### src/rtl/zle_pkg.sv
package zle_pkg;

   // Visible line width in pixels.
   localparam int LINE_WIDTH = 448;

   localparam int PIXEL_W   = 16;
   localparam int COLOR_W   = 15;
   localparam int X_W       = 9;
   localparam int COUNT_W   = 11;
   localparam int COLUMN_W  = 5;
   localparam int START_W   = 11;
   localparam int PATTERN_W = 32;
   localparam int POS_W     = 13;
   localparam int CSR_IDX_W = 2;
   localparam int CSR_DATA_W = 32;

   localparam int TRANSPARENT_BIT = 15;
   localparam logic [COUNT_W-1:0] DRAW_COUNT_MAX = '1;

   // Register indexes on the configuration port.
   localparam logic [CSR_IDX_W-1:0] CSR_ZOOM_PATTERN = 2'd0;
   localparam logic [CSR_IDX_W-1:0] CSR_GROW_MODE    = 2'd1;
   localparam logic [CSR_IDX_W-1:0] CSR_START_X      = 2'd2;

   localparam int QUEUE_DEPTH = 2;

   typedef struct packed {
      logic [PATTERN_W-1:0] zoom_pattern;
      logic                 grow_mode;
      logic [START_W-1:0]   start_x;
   } zle_cfg_type;

   // One queued work entry: up to two writes of the same color.
   typedef struct packed {
      logic [X_W-1:0]     x0;
      logic [X_W-1:0]     x1;
      logic [COLOR_W-1:0] color;
      logic               v0;
      logic               v1;
   } zle_entry_type;

   // Handshake between the queue and the back end.
   typedef struct packed {
      logic          not_empty;
      zle_entry_type head;
   } zle_queue_status_type;

endpackage

### src/rtl/zle_front.sv
module zle_front
   import zle_pkg::*;
(
   input  logic                 clock,
   input  logic                 reset,
   input  zle_cfg_type          cfg,
   input  logic                 accept,
   input  logic [PIXEL_W-1:0]   source_pixel,
   input  logic                 first_column,
   output logic                 push,
   output zle_entry_type        push_entry
);

   logic [COLUMN_W-1:0] source_column_ff, source_column_in;
   logic [COUNT_W-1:0]  draw_count_ff, draw_count_in;
   logic                line_finished_ff, line_finished_in;

   logic [COLUMN_W-1:0] col_v;
   logic [COUNT_W-1:0]  dc_v, dc_a, dc_b;
   logic                fin_v, active, marked, draw_one, draw_two, opaque;
   logic signed [POS_W-1:0] sx_ext, pos0, pos1;
   logic                in0, in1;

   function automatic logic [COUNT_W-1:0] sat_inc(input logic [COUNT_W-1:0] v);
      sat_inc = (v == DRAW_COUNT_MAX) ? v : v + 1'b1;
   endfunction

   function automatic logic in_line(input logic signed [POS_W-1:0] p);
      in_line = !p[POS_W-1] && (p < POS_W'(LINE_WIDTH));
   endfunction

   always_comb begin
      // A first column clears the line state before the item is handled.
      col_v  = first_column ? '0 : source_column_ff;
      dc_v   = first_column ? '0 : draw_count_ff;
      fin_v  = first_column ? 1'b0 : line_finished_ff;
      active = !fin_v;

      marked   = cfg.zoom_pattern[col_v];
      draw_one = !marked;
      draw_two = marked && cfg.grow_mode;
      opaque   = !source_pixel[TRANSPARENT_BIT];

      sx_ext = signed'({{(POS_W-START_W){cfg.start_x[START_W-1]}}, cfg.start_x});
      dc_a   = sat_inc(dc_v);
      dc_b   = sat_inc(dc_a);
      pos0   = sx_ext + signed'({{(POS_W-COUNT_W){1'b0}}, dc_v});
      pos1   = sx_ext + signed'({{(POS_W-COUNT_W){1'b0}}, dc_a});
      in0    = in_line(pos0);
      in1    = in_line(pos1);

      push_entry.x0    = pos0[X_W-1:0];
      push_entry.x1    = pos1[X_W-1:0];
      push_entry.color = source_pixel[COLOR_W-1:0];
      push_entry.v0    = active && (draw_one || draw_two) && opaque && in0;
      push_entry.v1    = active && draw_two && opaque && in1;
      push = accept && (push_entry.v0 || push_entry.v1);

      source_column_in = source_column_ff;
      draw_count_in    = draw_count_ff;
      line_finished_in = line_finished_ff;
      if (accept) begin
         source_column_in = active ? col_v + 1'b1 : col_v;
         if (!active) begin
            draw_count_in = dc_v;
         end else if (draw_two) begin
            draw_count_in = dc_b;
         end else if (draw_one) begin
            draw_count_in = dc_a;
         end else begin
            draw_count_in = dc_v;
         end
         // The line ends when the last position drawn for the column hits the width.
         line_finished_in = fin_v ||
            (active && draw_one && (pos0 == POS_W'(LINE_WIDTH))) ||
            (active && draw_two && (pos1 == POS_W'(LINE_WIDTH)));
      end
   end

   always_ff @(posedge clock) begin
      if (reset) begin
         source_column_ff <= '0;
         draw_count_ff    <= '0;
         line_finished_ff <= 1'b0;
      end else begin
         source_column_ff <= source_column_in;
         draw_count_ff    <= draw_count_in;
         line_finished_ff <= line_finished_in;
      end
   end

endmodule

### src/rtl/zle_queue.sv
module zle_queue
   import zle_pkg::*;
(
   input  logic                 clock,
   input  logic                 reset,
   input  logic                 push,
   input  zle_entry_type        push_entry,
   input  logic                 pop,
   output logic                 full,
   output zle_queue_status_type status
);

   localparam int PTR_W = $clog2(QUEUE_DEPTH);
   localparam int CNT_W = $clog2(QUEUE_DEPTH + 1);

   zle_entry_type     entry_ff [QUEUE_DEPTH];
   logic [PTR_W-1:0]  wr_ptr_ff, wr_ptr_in;
   logic [PTR_W-1:0]  rd_ptr_ff, rd_ptr_in;
   logic [CNT_W-1:0]  count_ff, count_in;

   function automatic logic [PTR_W-1:0] next_ptr(input logic [PTR_W-1:0] p);
      next_ptr = (p == PTR_W'(QUEUE_DEPTH - 1)) ? '0 : p + 1'b1;
   endfunction

   always_comb begin
      full             = (count_ff == CNT_W'(QUEUE_DEPTH));
      status.not_empty = (count_ff != '0);
      status.head      = entry_ff[rd_ptr_ff];
      wr_ptr_in = push ? next_ptr(wr_ptr_ff) : wr_ptr_ff;
      rd_ptr_in = pop ? next_ptr(rd_ptr_ff) : rd_ptr_ff;
      count_in  = count_ff;
      if (push && !pop) begin
         count_in = count_ff + 1'b1;
      end else if (pop && !push) begin
         count_in = count_ff - 1'b1;
      end
   end

   always_ff @(posedge clock) begin
      if (push) begin
         entry_ff[wr_ptr_ff] <= push_entry;
      end
   end

   always_ff @(posedge clock) begin
      if (reset) begin
         wr_ptr_ff <= '0;
         rd_ptr_ff <= '0;
         count_ff  <= '0;
      end else begin
         wr_ptr_ff <= wr_ptr_in;
         rd_ptr_ff <= rd_ptr_in;
         count_ff  <= count_in;
      end
   end

endmodule

### src/rtl/zle_back.sv
module zle_back
   import zle_pkg::*;
(
   input  logic                 clock,
   input  logic                 reset,
   input  zle_queue_status_type status,
   output logic                 pop,
   output logic                 rsp_valid,
   input  logic                 rsp_stall,
   output logic [X_W-1:0]       rsp_draw_x,
   output logic [COLOR_W-1:0]   rsp_pixel_value,
   output logic                 rsp_last_of_run
);

   logic               valid_ff, valid_in;
   logic               second_ff, second_in;
   logic [X_W-1:0]     x_ff, x_in;
   logic [COLOR_W-1:0] color_ff, color_in;
   logic               last_ff, last_in;
   logic               load;

   always_comb begin
      load      = (!valid_ff || !rsp_stall) && status.not_empty;
      pop       = 1'b0;
      second_in = second_ff;
      x_in      = x_ff;
      color_in  = color_ff;
      last_in   = last_ff;
      valid_in  = valid_ff && rsp_stall;
      if (load) begin
         valid_in = 1'b1;
         color_in = status.head.color;
         if (second_ff || !status.head.v0) begin
            x_in      = status.head.x1;
            last_in   = 1'b1;
            pop       = 1'b1;
            second_in = 1'b0;
         end else begin
            x_in    = status.head.x0;
            last_in = !status.head.v1;
            if (status.head.v1) begin
               second_in = 1'b1;
            end else begin
               pop = 1'b1;
            end
         end
      end
   end

   always_ff @(posedge clock) begin
      if (reset) begin
         valid_ff  <= 1'b0;
         second_ff <= 1'b0;
      end else begin
         valid_ff  <= valid_in;
         second_ff <= second_in;
      end
   end

   always_ff @(posedge clock) begin
      x_ff     <= x_in;
      color_ff <= color_in;
      last_ff  <= last_in;
   end

   assign rsp_valid       = valid_ff;
   assign rsp_draw_x      = x_ff;
   assign rsp_pixel_value = color_ff;
   assign rsp_last_of_run = last_ff;

endmodule

### src/rtl/sprite_line_zoom_expander_core.sv
// Horizontal zoom stage for one sprite line. Each request transaction carries one
// decoded source pixel (bit 15 set means transparent) and a flag that starts a new
// line. The zoom pattern bit for the source column (mod 32) decides whether the
// column is drawn once, drawn twice (grow mode) or skipped (shrink mode); every
// drawn column takes the next screen position counted from start_x. Opaque pixels
// that land inside the 448 pixel line come out as one or two response
// transactions, the last one flagged. Once a column is drawn exactly at x = 448
// the line is finished and further pixels are dropped until the next first
// column. A request transaction is taken in any cycle while the two-entry work
// queue has room, so pixels that map to one write or none stream at one per
// cycle while rsp_stall is low; a doubled column holds the single output
// register for both of its writes. A pixel's first response passes through the
// queue entry, then the output register. The user must write registers through
// the csr port only while no transaction is in flight; the core does not check it.
module sprite_line_zoom_expander_core
   import zle_pkg::*;
(
   input  logic                  clock,
   input  logic                  reset,
   input  logic                  csr_write_enable,
   input  logic [CSR_IDX_W-1:0]  csr_index,
   input  logic [CSR_DATA_W-1:0] csr_write_data,
   input  logic                  req_valid,
   output logic                  req_stall,
   input  logic [PIXEL_W-1:0]    req_source_pixel,
   input  logic                  req_first_column,
   output logic                  rsp_valid,
   input  logic                  rsp_stall,
   output logic [X_W-1:0]        rsp_draw_x,
   output logic [COLOR_W-1:0]    rsp_pixel_value,
   output logic                  rsp_last_of_run
);

   zle_cfg_type          cfg_ff, cfg_in;
   logic                 accept;
   logic                 push;
   logic                 pop;
   logic                 full;
   zle_entry_type        push_entry;
   zle_queue_status_type status;

   // Configuration registers; writes to an unused index are dropped.
   always_comb begin
      cfg_in = cfg_ff;
      if (csr_write_enable) begin
         case (csr_index)
            CSR_ZOOM_PATTERN: cfg_in.zoom_pattern = csr_write_data;
            CSR_GROW_MODE:    cfg_in.grow_mode    = csr_write_data[0];
            CSR_START_X:      cfg_in.start_x      = csr_write_data[START_W-1:0];
            default:          cfg_in = cfg_ff;
         endcase
      end
   end

   always_ff @(posedge clock) begin
      if (reset) begin
         cfg_ff <= '0;
      end else begin
         cfg_ff <= cfg_in;
      end
   end

   // The front end updates the line state on every accepted transaction and only
   // queues work for transactions that produce at least one write.
   assign req_stall = full;
   assign accept    = req_valid && !req_stall;

   zle_front u_front (
      .clock        (clock),
      .reset        (reset),
      .cfg          (cfg_ff),
      .accept       (accept),
      .source_pixel (req_source_pixel),
      .first_column (req_first_column),
      .push         (push),
      .push_entry   (push_entry)
   );

   zle_queue u_queue (
      .clock      (clock),
      .reset      (reset),
      .push       (push),
      .push_entry (push_entry),
      .pop        (pop),
      .full       (full),
      .status     (status)
   );

   zle_back u_back (
      .clock           (clock),
      .reset           (reset),
      .status          (status),
      .pop             (pop),
      .rsp_valid       (rsp_valid),
      .rsp_stall       (rsp_stall),
      .rsp_draw_x      (rsp_draw_x),
      .rsp_pixel_value (rsp_pixel_value),
      .rsp_last_of_run (rsp_last_of_run)
   );

endmodule

### config.mk
export PLATFORM = sky130hd
export DESIGN_NAME = sprite_line_zoom_expander_core
export DESIGN_NICKNAME = d
export VERILOG_FILES = /design/src/rtl/zle_pkg.sv /design/src/rtl/zle_front.sv /design/src/rtl/zle_queue.sv /design/src/rtl/zle_back.sv /design/src/rtl/sprite_line_zoom_expander_core.sv
export SDC_FILE = /design/constraint.sdc
export NUM_CORES = 1
export LEC_CHECK = 0
export BUFFER_PORTS_ARGS = -buffer_cell sky130_fd_sc_hd__buf_2
export CAP_MARGIN = 20
export CORE_MARGIN = 2
export CORE_UTILIZATION = 34
export DETAILED_ROUTE_END_ITERATION = 10
export HOLD_SLACK_MARGIN = 0.05
export RECOVER_POWER = 25
export SLEW_MARGIN = 25
export SYNTH_ARGS = -nofsm -noshare
export SYNTH_HDL_FRONTEND = slang
export SYNTH_SLANG_ARGS = --single-unit
export TNS_END_PERCENT = 20
### constraint.sdc
create_clock -name clock -period 7.4 [get_ports clock]
set_input_delay 1.48 -clock clock [delete_from_list [all_inputs] [get_ports clock]]
set_output_delay 1.48 -clock clock [all_outputs]
set_load 0.05 [all_outputs]
==> results of run 1 <==
-- state kept, by name, indices dropped and copies added (netlist names), 2 cells and up, named ones only --
name and count:
u_back.rsp_pixel_value 15, u_front.draw_count_ff 11, u_queue.entry_ff 70, u_front.source_column_ff 5, u_queue.count_ff 2, cfg_ff 44, u_back.rsp_draw_x 9
-- area by class of cell --
cell class / instances / area (µm²)
fillers: 2415 / 14570
clock inverters: 15 / 240.2
multi-input cells: 580 / 3993
clock buffers: 17 / 425.4
repair buffers: 89 / 444.2
well taps: 324 / 405.4
flip-flops and latches: 163 / 4214
inverters: 26 / 97.59
-- layout by cell type, fill, tap and decap left out, types with 11 or more instances in the layout --
master	instances
mux2_2	24
a31oi_1	12
nor3_1	11
ha_1	28
a21oi_1	71
nor2b_1	17
o21ai_0	20
edfxtp_1	95
inv_1	26
dfxtp_1	68
mux2i_1	19
nand2_1	105
nor2_1	67
xnor2_1	14
nand2b_1	12
clkbuf_16	17
o211ai_1	12
buf_2	73
-- kinds of logic (layout without fill, tap and decap cells) --
kind of cell    count (synthesis)  count (layout)  synth area share
fa+ha+maj                      29              29           0.04365
compound gates                187             187            0.1467
buf+inv                        67             147           0.03421
mux                            54              54           0.08214
xor+xnor                       25              25           0.02758
simple gates                  285             285            0.1690
flops                         163             163            0.4967
-- worst max-delay path by stage --
stage | from | to | slack, ns
6_report | req_first_column | u_queue.entry_ff[0][29] | 1.05
5_1_grt | req_first_column | u_queue.entry_ff[0][23] | 0.60
4_1_cts | req_first_column | u_queue.entry_ff[0][22] | 1.36
3_5_place_dp | req_first_column | u_queue.entry_ff[0][14] | 0.93
3_3_place_gp | req_first_column | u_queue.entry_ff[0][14] | 1.03
2_1_floorplan | req_first_column | u_queue.entry_ff[0][0] | 0.14
-- where the power goes --
group          internal [W]  leakage [nW]  switching (W)
combinational      0.000199          2.02       0.000506
sequential          0.00112          1.43      0.0000518
clock              0.000584         0.327       0.000404
-- worst max-delay path, stage by stage --
cell,delay [ns]
clkbuf_1,0.55
nand2b_4,0.27
inv_1,0.10
ha_1,0.26
and4_1,0.25
and3_1,0.25
xnor2_1,0.33
ha_1,0.28
inv_1,0.07
fa_1,0.40
nor2b_1,0.24
o2111ai_1,0.17
a311oi_1,0.37
and3_1,0.22
or3_1,0.11
nand4b_1,0.20
a21oi_2,0.26
nor2b_4,0.17
buf_4,0.41
-- per-stage QoR --
step	instances	setup slack, ns	hold slack, ns	total power (W)
2_1_floorplan	810	0.1414	0.4312	0.001725
3_3_place_gp	1182	1.027	0.4370	0.001899
3_5_place_dp	1182	0.9314	0.4458	0.001907
4_1_cts	1214	1.361	0.4550	0.002894
5_1_grt	1214	0.6014	0.4692	0.002987
6_report	1214	1.046	0.4521	0.002867
-- layer usage --
| layer | routed length (µm) | track usage |
|---|---|---|
| met5 | 0 | 0 |
| met4 | 416 | 0.05149 |
| met3 | 1031 | 0.03575 |
| met2 | 9316 | 0.2470 |
| met1 | 9608 | 0.2127 |
==> key figures, run 1 <==
Worst setup path
  • Worst R2R Start: u_front.draw_count_ff[0]
  • WP data arrival: 6.42 ns
  • Worst r2r dst: u_queue.entry_ff[0][29]
  • Crit-path max FO: 35
  • Nature of the critical path endpoint: register
  • Worst Path Required: roughly 7.5 ns
  • Startpoint Class: primary input
  • Worst Reg-to-Reg Cells: 17
  • R2r setup slk: around 2.2 ns
  • WS Path Type: primary input to register

Synth
  • Mapped Nets: 895
  • Dominant cell type by area after synthesis: edfxtp_1
  • Synth area leaders: edfxtp_1 34%, dfxtp_1 16%, nand2_1 4.6%
  • Syn Area/Cell: 10.47 µm²
  • Predominant post-synthesis flop cell: edfxtp_1
  • Syn Inst Count: 810
  • Synth Register Bits: 163
  • Sequential-to-total area share from yosys stat: 0.4967
  • Synth top area share: 0.3362
  • Yosys warns: 0
  • Post-synth top cells: 105 x nand2_1, 95 x edfxtp_1, 71 x a21oi_1
  • Post-synth EDFFs: 95
  • Post-synth ARST share: 0
  • Cell variety after synth: just under 80
  • Post-Syn Area: about 8500 µm²
  • Most frequent cell after synthesis: nand2_1

Floorplanning
  • IO Pins: 83
  • DIE WIDTH: ~160 µm
  • Placeable Area: 24390 µm²
  • # rows: 57
  • Initial core utilization: 0.3479
  • Die height: 162.0 µm
  • Die ar.: 26230 µm²

Final layout
  • Layout cell share with drive strength beyond 1: 0.1876
  • Design Area, Final: 9819 µm²
  • Ant diodes: 0
  • Area grow syn2layout: 15.74%
  • Final net count: 962
  • End-of-flow core utilization: 0.4026

Global routing
  • First-pass GRT wire length: 32.37 mm
  • Total GRT Usage: 0.1564
  • Initial antenna violation count: 0
  • Maximum number of pins on one net before global-route repair: 72
  • Gr ovfl total: 0
  • Vias in the first global route: 6066

Route
  • Final ANT Viol Nets: 0
  • Avg WL per Cell: 16.78 µm
  • # DRC: 0
  • WL final: 20.37 mm
  • Vias per cell: 5.311
  • Pre-Repair DR Iteration Count: 5
  • DRT iter0 DRCs: 372
  • Vias: 6448

STA
  • Min Clock Period, post-route: 6.354 ns
  • Max Clock Freq: between 150 and 200 MHz
  • Worst Clk Skew: 0.01640 ns
  • RSZ-0062 raised after global routing: no
  • Actual slew at the worst max-slew pin: 3.257 ns
  • Final period utilization: 0.8586
  • Endpoints failing setup: 0
  • Slew headroom: -1.171
  • Slew Viols, Final: 128
  • Setup TNS: 0 ns
  • Fin. Hold Viols: 0

CTS
  • Root Buffer: clkbuf_16
  • Setup Fix Bufs, Post-CTS: 0
  • CTS tree: yes
  • Worst-Skew Late Latency: 0.44 ns
  • CTS buffer count: 17
  • Clock tree sinks: 163
  • Clock buffer depth: 2
  • # hold bufs at CTS: 0
  • PostCTS Resize Cnt: 0
  • H-tree depth: 4
  • Worst-path clk slew: 0.07 ns

Min path
  • Hold_sp: cfg_ff[23]
  • Worst hold path cell count: 2
  • Worst hold path type: register to register
  • Hold EP: cfg_ff[23]

Placed design
  • Dpl cell area: ~9000 µm²
  • Routability cong.: 0.9141
  • DP HPWL: approximately 15 mm
  • I/O Buffers: 82

Run status
  • Failing checks: capacitance limit, slew limit
  • Status: finished with violations

Power and ir drop
  • Leakage: approximately 3.8 nW
  • Power Dens Cells: 292.0 nW/µm²
  • VDD IR-drop max: 0.2128 mV

Job
  • Count of maximum capacitance violations: 3
Power figures use the tool's default switching activity.
==> inputs of run 2 (changes only) <==
--- a/config.mk
+++ b/config.mk
@@ -12,6 +12,7 @@
 export DETAILED_ROUTE_END_ITERATION = 10
 export HOLD_SLACK_MARGIN = 0.05
 export RECOVER_POWER = 25
+export REMOVE_ABC_BUFFERS = 1
 export SLEW_MARGIN = 25
 export SYNTH_ARGS = -nofsm -noshare
 export SYNTH_HDL_FRONTEND = slang
==> key figures, run 2 (synthesis gave the netlist of run 1 again) <==
CTS
  • Worst-Skew Late Latency: 0.43 ns (was 0.44 ns)
  • Clock buffer depth: 2 (unchanged)
  • CTS buffer count: 17 (unchanged)
  • PostCTS Resize Cnt: 0 (unchanged)
  • H-tree depth: 4 (unchanged)
  • Worst-path clk slew: 0.07 ns (about the same)
  • CTS tree: yes (unchanged)
  • Setup Fix Bufs, Post-CTS: 0 (unchanged)
  • # hold bufs at CTS: 0 (unchanged)
  • Root Buffer: clkbuf_16 (unchanged)
  • Clock tree sinks: 163 (unchanged)

Final layout
  • Area grow syn2layout: 14.91% (was 15.74%)
  • Biggest register: u_queue.entry_ff (unchanged)
  • Final net count: 961 (was 962)
  • Filler Cells Inserted: 2409 (was 2415)
  • Ant diodes: 0 (unchanged)
  • End-of-flow core utilization: 0.3997 (was 0.4026)
  • Most common cell after layout, fill and taps aside: nand2_1 (unchanged)
  • Commonest cells after routing, fill and taps aside: 105 x nand2_1, 95 x edfxtp_1, 71 x a21oi_1, 68 x dfxtp_1, 68 x buf_2 (was 105 x nand2_1, 95 x edfxtp_1, 73 x buf_2, 71 x a21oi_1, 68 x dfxtp_1)
  • Largest register FFs: 70 (unchanged)
  • Layout cell share with drive strength beyond 1: 0.1811 (was 0.1876)

Power and ir drop
  • Overall Power: 0.002774 W (was 0.002867 W)
  • Power Dens Cells: 284.6 nW/µm² (was 292.0 nW/µm²)
  • VDD IR-drop max: 0.2158 mV (was 0.2128 mV)
  • Leakage: 3.727 nW (was 3.786 nW)

Floorplanning
  • Placeable Area: 24390 µm² (unchanged)
  • IO Pins: 83 (unchanged)
  • Die ar.: 26230 µm² (unchanged)
  • DIE WIDTH: 162.0 µm (unchanged)
  • # rows: 57 (unchanged)
  • Die height: 162.0 µm (unchanged)
  • Initial core utilization: 0.3479 (unchanged)

Worst setup path
  • Worst path buffer plus inverter count: 3 (was 4)
  • Worst Path Required: 7.47 ns (about the same)
  • Nature of the critical path endpoint: register (unchanged)
  • Cell Chain, Critical Path: clkbuf_1 > nor2b_1 > ha_1 > and4_1 > and3_1 > xnor2_1 > ha_1 > inv_1 > fa_1 > nor2b_1 > o2111ai_1 > a311oi_1 > and3_1 > or3_1 > nand4b_1 > a21oi_2 > nor2b_4 > buf_4 (was clkbuf_1 > nand2b_4 > inv_1 > ha_1 > and4_1 > and3_1 > xnor2_1 > ha_1 > inv_1 > fa_1 > nor2b_1 > o2111ai_1 > a311oi_1 > and3_1 > or3_1 > nand4b_1 > a21oi_2 > nor2b_4 > buf_4)
  • WP data arrival: 6.01 ns (was 6.42 ns)
  • Crit-path max FO: 35 (unchanged)
  • WS Path Type: primary input to register (unchanged)
  • Startpoint Class: primary input (unchanged)
  • Top cell family by delay on the critical path: simple AND/OR/NAND/NOR gates (unchanged)
  • CP max stage delay: 0.41 ns (was 0.55 ns)
  • CP max-delay cell: buf_4 (was clkbuf_1)

STA
  • Setup TNS: 0 ns (unchanged)
  • RSZ-0062 raised after global routing: no (unchanged)
  • Actual slew at the worst max-slew pin: 3.211 ns (was 3.257 ns)
  • Slew Viols, Final: 128 (unchanged)
  • Worst Clk Skew: 0.01242 ns (was 0.01640 ns)
  • Setup ws final: 1.464 ns (was 1.046 ns)
  • Slew headroom: -1.140 (was -1.171)
  • Fin. Hold Viols: 0 (unchanged)
  • Final period utilization: 0.8021 (was 0.8586)
  • Min Clock Period, post-route: 5.936 ns (was 6.354 ns)
  • Endpoints failing setup: 0 (unchanged)
  • Max Clock Freq: 168.5 MHz (was 157.4 MHz)

Run status
  • Status: finished with violations (unchanged)
  • Failing checks: capacitance limit, slew limit (unchanged)

Global routing
  • Initial antenna violation count: 0 (unchanged)
  • Vias in the first global route: 6111 (was 6066)
  • Maximum number of pins on one net before global-route repair: 72 (unchanged)
  • Gr ovfl total: 0 (unchanged)
  • First-pass GRT wire length: 32.78 mm (was 32.37 mm)
  • Total GRT Usage: 0.1584 (was 0.1564)

Placed design
  • DP HPWL: 14.36 mm (was 14.50 mm)
  • Routability cong.: 0.9478 (was 0.9141)
  • I/O Buffers: 82 (unchanged)
  • Post-placement setup slack: 1.065 ns (was 0.9314 ns)

Route
  • Pre-Repair DR Iteration Count: 5 (unchanged)
  • # DRC: 0 (unchanged)
  • Vias per cell: 5.290 (was 5.311)
  • DRT iter0 DRCs: 448 (was 372)
  • Vias: 6417 (was 6448)
  • WL final: 20.33 mm (was 20.37 mm)
  • Final ANT Viol Nets: 0 (unchanged)
  • Avg WL per Cell: 16.76 µm (was 16.78 µm)

Job
  • Count of maximum capacitance violations: 3 (unchanged)

Min path
  • Worst hold path type: register to register (unchanged)
==> run 2: layout make-up <==
type,instances,area (µm²),share of cell area
sequential,163,4214,0.4322
multi-input combinational,580,3999,0.4102
timing repair buffer,88,430.4,0.04415
clock buffer,17,425.4,0.04363
tap,324,405.4,0.04158
clock inverter,15,177.7,0.01822
inverter,26,97.59,0.01001
==> run 2: path summary, 6_finish.rpt <==
kind / from / end / slack, ns / cells past startpoint
min: cfg_ff[33] / cfg_ff[33] / 0.45 / 2
max reg2reg: u_front.draw_count_ff[0] / u_queue.entry_ff[0][23] / 2.26 / 17
max: req_first_column / u_queue.entry_ff[0][23] / 1.46 / 18
min reg2reg: cfg_ff[33] / cfg_ff[33] / 0.45 / 2
==> run 2: where the power goes <==
| part | internal [W] | leakage, nW | switching (W) |
|---|---|---|---|
| clock network | 0.000486 | 0.284 | 0.000412 |
| registers | 0.00112 | 1.43 | 0.0000528 |
| logic | 0.000199 | 2.01 | 0.000503 |
==> run 2: worst reg2reg max path, stage by stage, from the launching register on <==
cell	delay, ns
dfxtp_1	0.41
nor2b_1	0.40
ha_1	0.30
and4_1	0.28
and3_1	0.30
xnor2_1	0.22
ha_1	0.26
inv_1	0.07
fa_1	0.40
nor2b_1	0.24
o2111ai_1	0.17
a311oi_1	0.36
and3_1	0.21
or3_1	0.11
nand4b_1	0.19
a21oi_2	0.26
nor2b_4	0.17
buf_4	0.41
==> run 2: layer usage <==
layer,up-vias,global-route usage,wire (µm)
li1,3131,-,-
met1,3029,0.2188,9231
met2,220,0.2412,9150
met3,37,0.03677,1309
met4,0,0.06235,641
met5,-,0,0
==> run 2: through the flow <==
step	area, µm²	instances	hold slack [ns]
2_1_floorplan	8292	769	0.4252
3_5_place_dp	9176	1181	0.4420
5_1_grt	9749	1213	0.4711
4_1_cts	9779	1213	0.4507
6_report	9749	1213	0.4535
3_3_place_gp	9176	1181	0.4394
==> inputs of run 3 (changes only) <==
--- a/config.mk
+++ b/config.mk
@@ -5,6 +5,7 @@
 export SDC_FILE = /design/constraint.sdc
 export NUM_CORES = 1
 export LEC_CHECK = 0
+export ABC_AREA = 1
 export BUFFER_PORTS_ARGS = -buffer_cell sky130_fd_sc_hd__buf_2
 export CAP_MARGIN = 20
 export CORE_MARGIN = 2
==> constraint.sdc (replaced) <==
create_clock -name clock -period 6 [get_ports clock]
set_input_delay 1.2 -clock clock [delete_from_list [all_inputs] [get_ports clock]]
set_output_delay 1.2 -clock clock [all_outputs]
set_load 0.05 [all_outputs]
==> key figures, run 3 <==
Route
  • Final ANT Viol Nets: 0 (unchanged)
  • Vias: 7261 (was 6417)
  • DRT iter0 DRCs: 403 (was 448)
  • Pre-Repair DR Iteration Count: 5 (unchanged)
  • WL final: 21.90 mm (was 20.33 mm)
  • Vias per cell: 4.821 (was 5.290)
  • # DRC: 0 (unchanged)
  • Avg WL per Cell: 14.54 µm (was 16.76 µm)

Floorplanning
  • IO Pins: 83 (unchanged)
  • Die ar.: 27210 µm² (was 26230 µm²)
  • Placeable Area: 25330 µm² (was 24390 µm²)
  • DIE WIDTH: 165.0 µm (was 162.0 µm)
  • # rows: 58 (was 57)
  • Die height: 165.0 µm (was 162.0 µm)
  • Initial core utilization: 0.3478 (was 0.3479)

STA
  • Slew Viols, Final: 66 (was 128)
  • Endpoints failing setup: 0 (unchanged)
  • Slew headroom: -0.2624 (was -1.140)
  • Fin. Hold Viols: 0 (unchanged)
  • Actual slew at the worst max-slew pin: 1.894 ns (was 3.211 ns)
  • Max Clock Freq: around 190 MHz
  • Final period utilization: 0.8794
  • Setup ws final: 0.7237 ns (was 1.464 ns)
  • Worst Clk Skew: 0.01068 ns (was 0.01242 ns)
  • Min Clock Period, post-route: 5.276 ns
  • RSZ-0062 raised after global routing: no (unchanged)

Final layout
  • Layout Cells excl Fill: 1506 (was 1213)
  • End-of-flow core utilization: 0.4022 (was 0.3997)
  • Design Area, Final: 10190 µm² (was 9749 µm²)
  • Layout cell share with drive strength beyond 1: 0.1480 (was 0.1811)
  • Commonest cells after routing, fill and taps aside: 255 x nand2_1, 129 x nor2_1, 117 x inv_1, 95 x edfxtp_1, 79 x o21ai_0 (was 105 x nand2_1, 95 x edfxtp_1, 71 x a21oi_1, 68 x dfxtp_1, 68 x buf_2)
  • Area grow syn2layout: 15.64% (was 14.91%)
  • Largest register FFs: 70 (unchanged)
  • Biggest register: u_queue.entry_ff (unchanged)
  • Ant diodes: 0 (unchanged)
  • Most common cell after layout, fill and taps aside: nand2_1 (unchanged)
  • Final net count: 1249 (was 961)
  • Filler Cells Inserted: 2572 (was 2409)

Worst setup path
  • Crit-path max FO: 9 (was 35)
  • Most used cell, CP: nand2_1
  • WS Path Type: primary input to register (unchanged)
  • Nature of the critical path endpoint: register (unchanged)
  • CP max stage delay: 0.47 ns (was 0.41 ns)
  • Startpoint Class: primary input (unchanged)
  • WP data arrival: 5.59 ns (was 6.01 ns)
  • Worst Path Required: 6.31 ns (was 7.47 ns)
  • CP max-delay cell: fa_1 (was buf_4)

Synth
  • Post-synthesis mux area share: 0.01023 (was 0.08214)
  • Complex-gate fraction of the synthesized area: 0.09972 (was 0.1467)
  • Largest family of logic cells by synthesized area: simple AND/OR/NAND/NOR gates (unchanged)
  • Sequential-to-total area share from yosys stat: 0.4784 (was 0.4967)
  • Cell variety after synth: 47 (was 79)
  • Predominant post-synthesis flop cell: edfxtp_1 (unchanged)
  • Synth top area share: 0.3239 (was 0.3362)
  • Simple-Gate Fraction of Synth Area: 0.2761 (was 0.1690)
  • Yosys warns: 0 (unchanged)
  • Post-synth top cells: 255 x nand2_1, 130 x nor2_1, 117 x inv_1 (was 105 x nand2_1, 95 x edfxtp_1, 71 x a21oi_1)
  • Synth Area in XOR/XNOR: 0.02301 (was 0.02758)
  • Syn Inst Count: 1079 (was 810)
  • Most frequent cell after synthesis: nand2_1 (unchanged)
  • Dominant cell type by area after synthesis: edfxtp_1 (unchanged)
  • Post-Syn Area: 8808 µm² (was 8484 µm²)
  • Post-synth ARST share: 0 (unchanged)
  • Synth Register Bits: 163 (unchanged)
  • Syn Area/Cell: 8.164 µm² (was 10.47 µm²)
  • Synth area leaders: edfxtp_1 32%, dfxtp_1 15%, nand2_1 11% (was edfxtp_1 34%, dfxtp_1 16%, nand2_1 4.6%)
  • Synth Area in Adders: 0.04205 (was 0.04365)
  • Post-synth EDFFs: 95 (unchanged)

Placed design
  • Routability cong.: 0.9347 (was 0.9478)
  • DP HPWL: 16.15 mm (was 14.36 mm)
  • Dpl cell area: 9618 µm² (was 9176 µm²)
  • I/O Buffers: 82 (unchanged)
  • Placed Cells: 1475 (was 1181)
  • Post-placement setup slack: 0.3440 ns (was 1.065 ns)

Run status
  • Status: finished with violations (unchanged)
  • Failing checks: capacitance limit, slew limit (unchanged)

Min path
  • Worst hold path type: register to register (unchanged)

CTS
  • CTS buffer count: 17 (unchanged)
  • Worst-Skew Late Latency: 0.43 ns (about the same)
  • CTS tree: yes (unchanged)
  • Setup Fix Bufs, Post-CTS: 0 (unchanged)
  • Root Buffer: clkbuf_16 (unchanged)
  • PostCTS Resize Cnt: 0 (unchanged)
  • Clock buffer depth: 2 (unchanged)
  • Worst-path clk slew: 0.07 ns (about the same)
  • Clock tree sinks: 163 (unchanged)
  • H-tree depth: 4 (unchanged)
  • # hold bufs at CTS: 0 (unchanged)

Global routing
  • Gr ovfl total: 0 (unchanged)
  • First-pass GRT wire length: 35.67 mm (was 32.78 mm)
  • Initial antenna violation count: 0 (unchanged)
  • Vias in the first global route: 6837 (was 6111)
  • Total GRT Usage: 0.1695 (was 0.1584)
  • Maximum number of pins on one net before global-route repair: 57 (was 72)

Power and ir drop
  • Overall Power: 0.003760 W (was 0.002774 W)
  • Leakage: 4.374 nW (was 3.727 nW)
  • Power Dens Cells: 369.1 nW/µm² (was 284.6 nW/µm²)
  • VDD IR-drop max: 0.2962 mV (was 0.2158 mV)

Job
  • Count of maximum capacitance violations: 2 (was 3)
## run 3: changes by cell type after synthesis, sizes merged, moves of 13 or more
cell and delta:
nor2 +79, nor2b -18, nand2b -13, a21oi -18, mux2 -25, o21ai +67, inv +97, nand2 +168
nand3 +74
## run 3: power by group
| group | switching, W | leakage (nW) | internal [W] |
|---|---|---|---|
| logic | 0.000851 | 2.65 | 0.000306 |
| registers | 0.0000685 | 1.44 | 0.00141 |
| clock network | 0.000494 | 0.286 | 0.000626 |
## run 3: cell type report
class	count	area, µm²	area share
sequential	163	4214	0.4137
multi-input combinational	761	3981	0.3909
timing repair buffer	96	513.0	0.05036
inverter	125	469.2	0.04606
clock buffer	17	425.4	0.04176
tap	330	412.9	0.04054
clock inverter	14	170.2	0.01671
## run 3: worst paths after layout
check	slack, ns	start	endpoint	depth (start not counted)
max	0.72	req_first_column	u_queue.count_ff[1]	33
min	0.45	cfg_ff[15]	cfg_ff[15]	2
max reg2reg	1.26	u_front.draw_count_ff[1]	u_queue.count_ff[1]	30
min reg2reg	0.45	cfg_ff[15]	cfg_ff[15]	2
## run 3: cell families (layout without fill, tap and decap cells)
kind of cell             count (synthesis)  in the layout
XOR/XNOR                                21             21
multiplexers                             9              9
AO/OA/AOI/OAI                          163            163
adder cells (fa/ha/maj)                 29             29
buffers and inverters                  155            252
flip-flops                             163            163
AND/OR/NAND/NOR                        539            539
## run 3: per-stage QoR
| stage | TNS [ns] | hold slack (ns) |
|---|---|---|
| global route | 0 | 0.4801 |
| detailed placement | 0 | 0.4467 |
| floorplan | -5.355 | 0.4318 |
| CTS | 0 | 0.4568 |
| finish | 0 | 0.4547 |
| global placement | 0 | 0.4418 |
## run 3: critical path: cells and delay by family
family / cells / cell delay, ns
and+or+nand+nor: 18 / 1.99
adders and majority gates: 3 / 0.93
buffers and inverters: 8 / 0.93
AOI/OAI and AO/OA: 4 / 0.51
## run 3: layer usage
metal,up-vias,global-route usage,wire length (µm)
met5,-,0,0
met4,0,0.05494,471
met3,29,0.02863,1066
met2,188,0.2773,10250
met1,3317,0.2283,10110
li1,3727,-,-
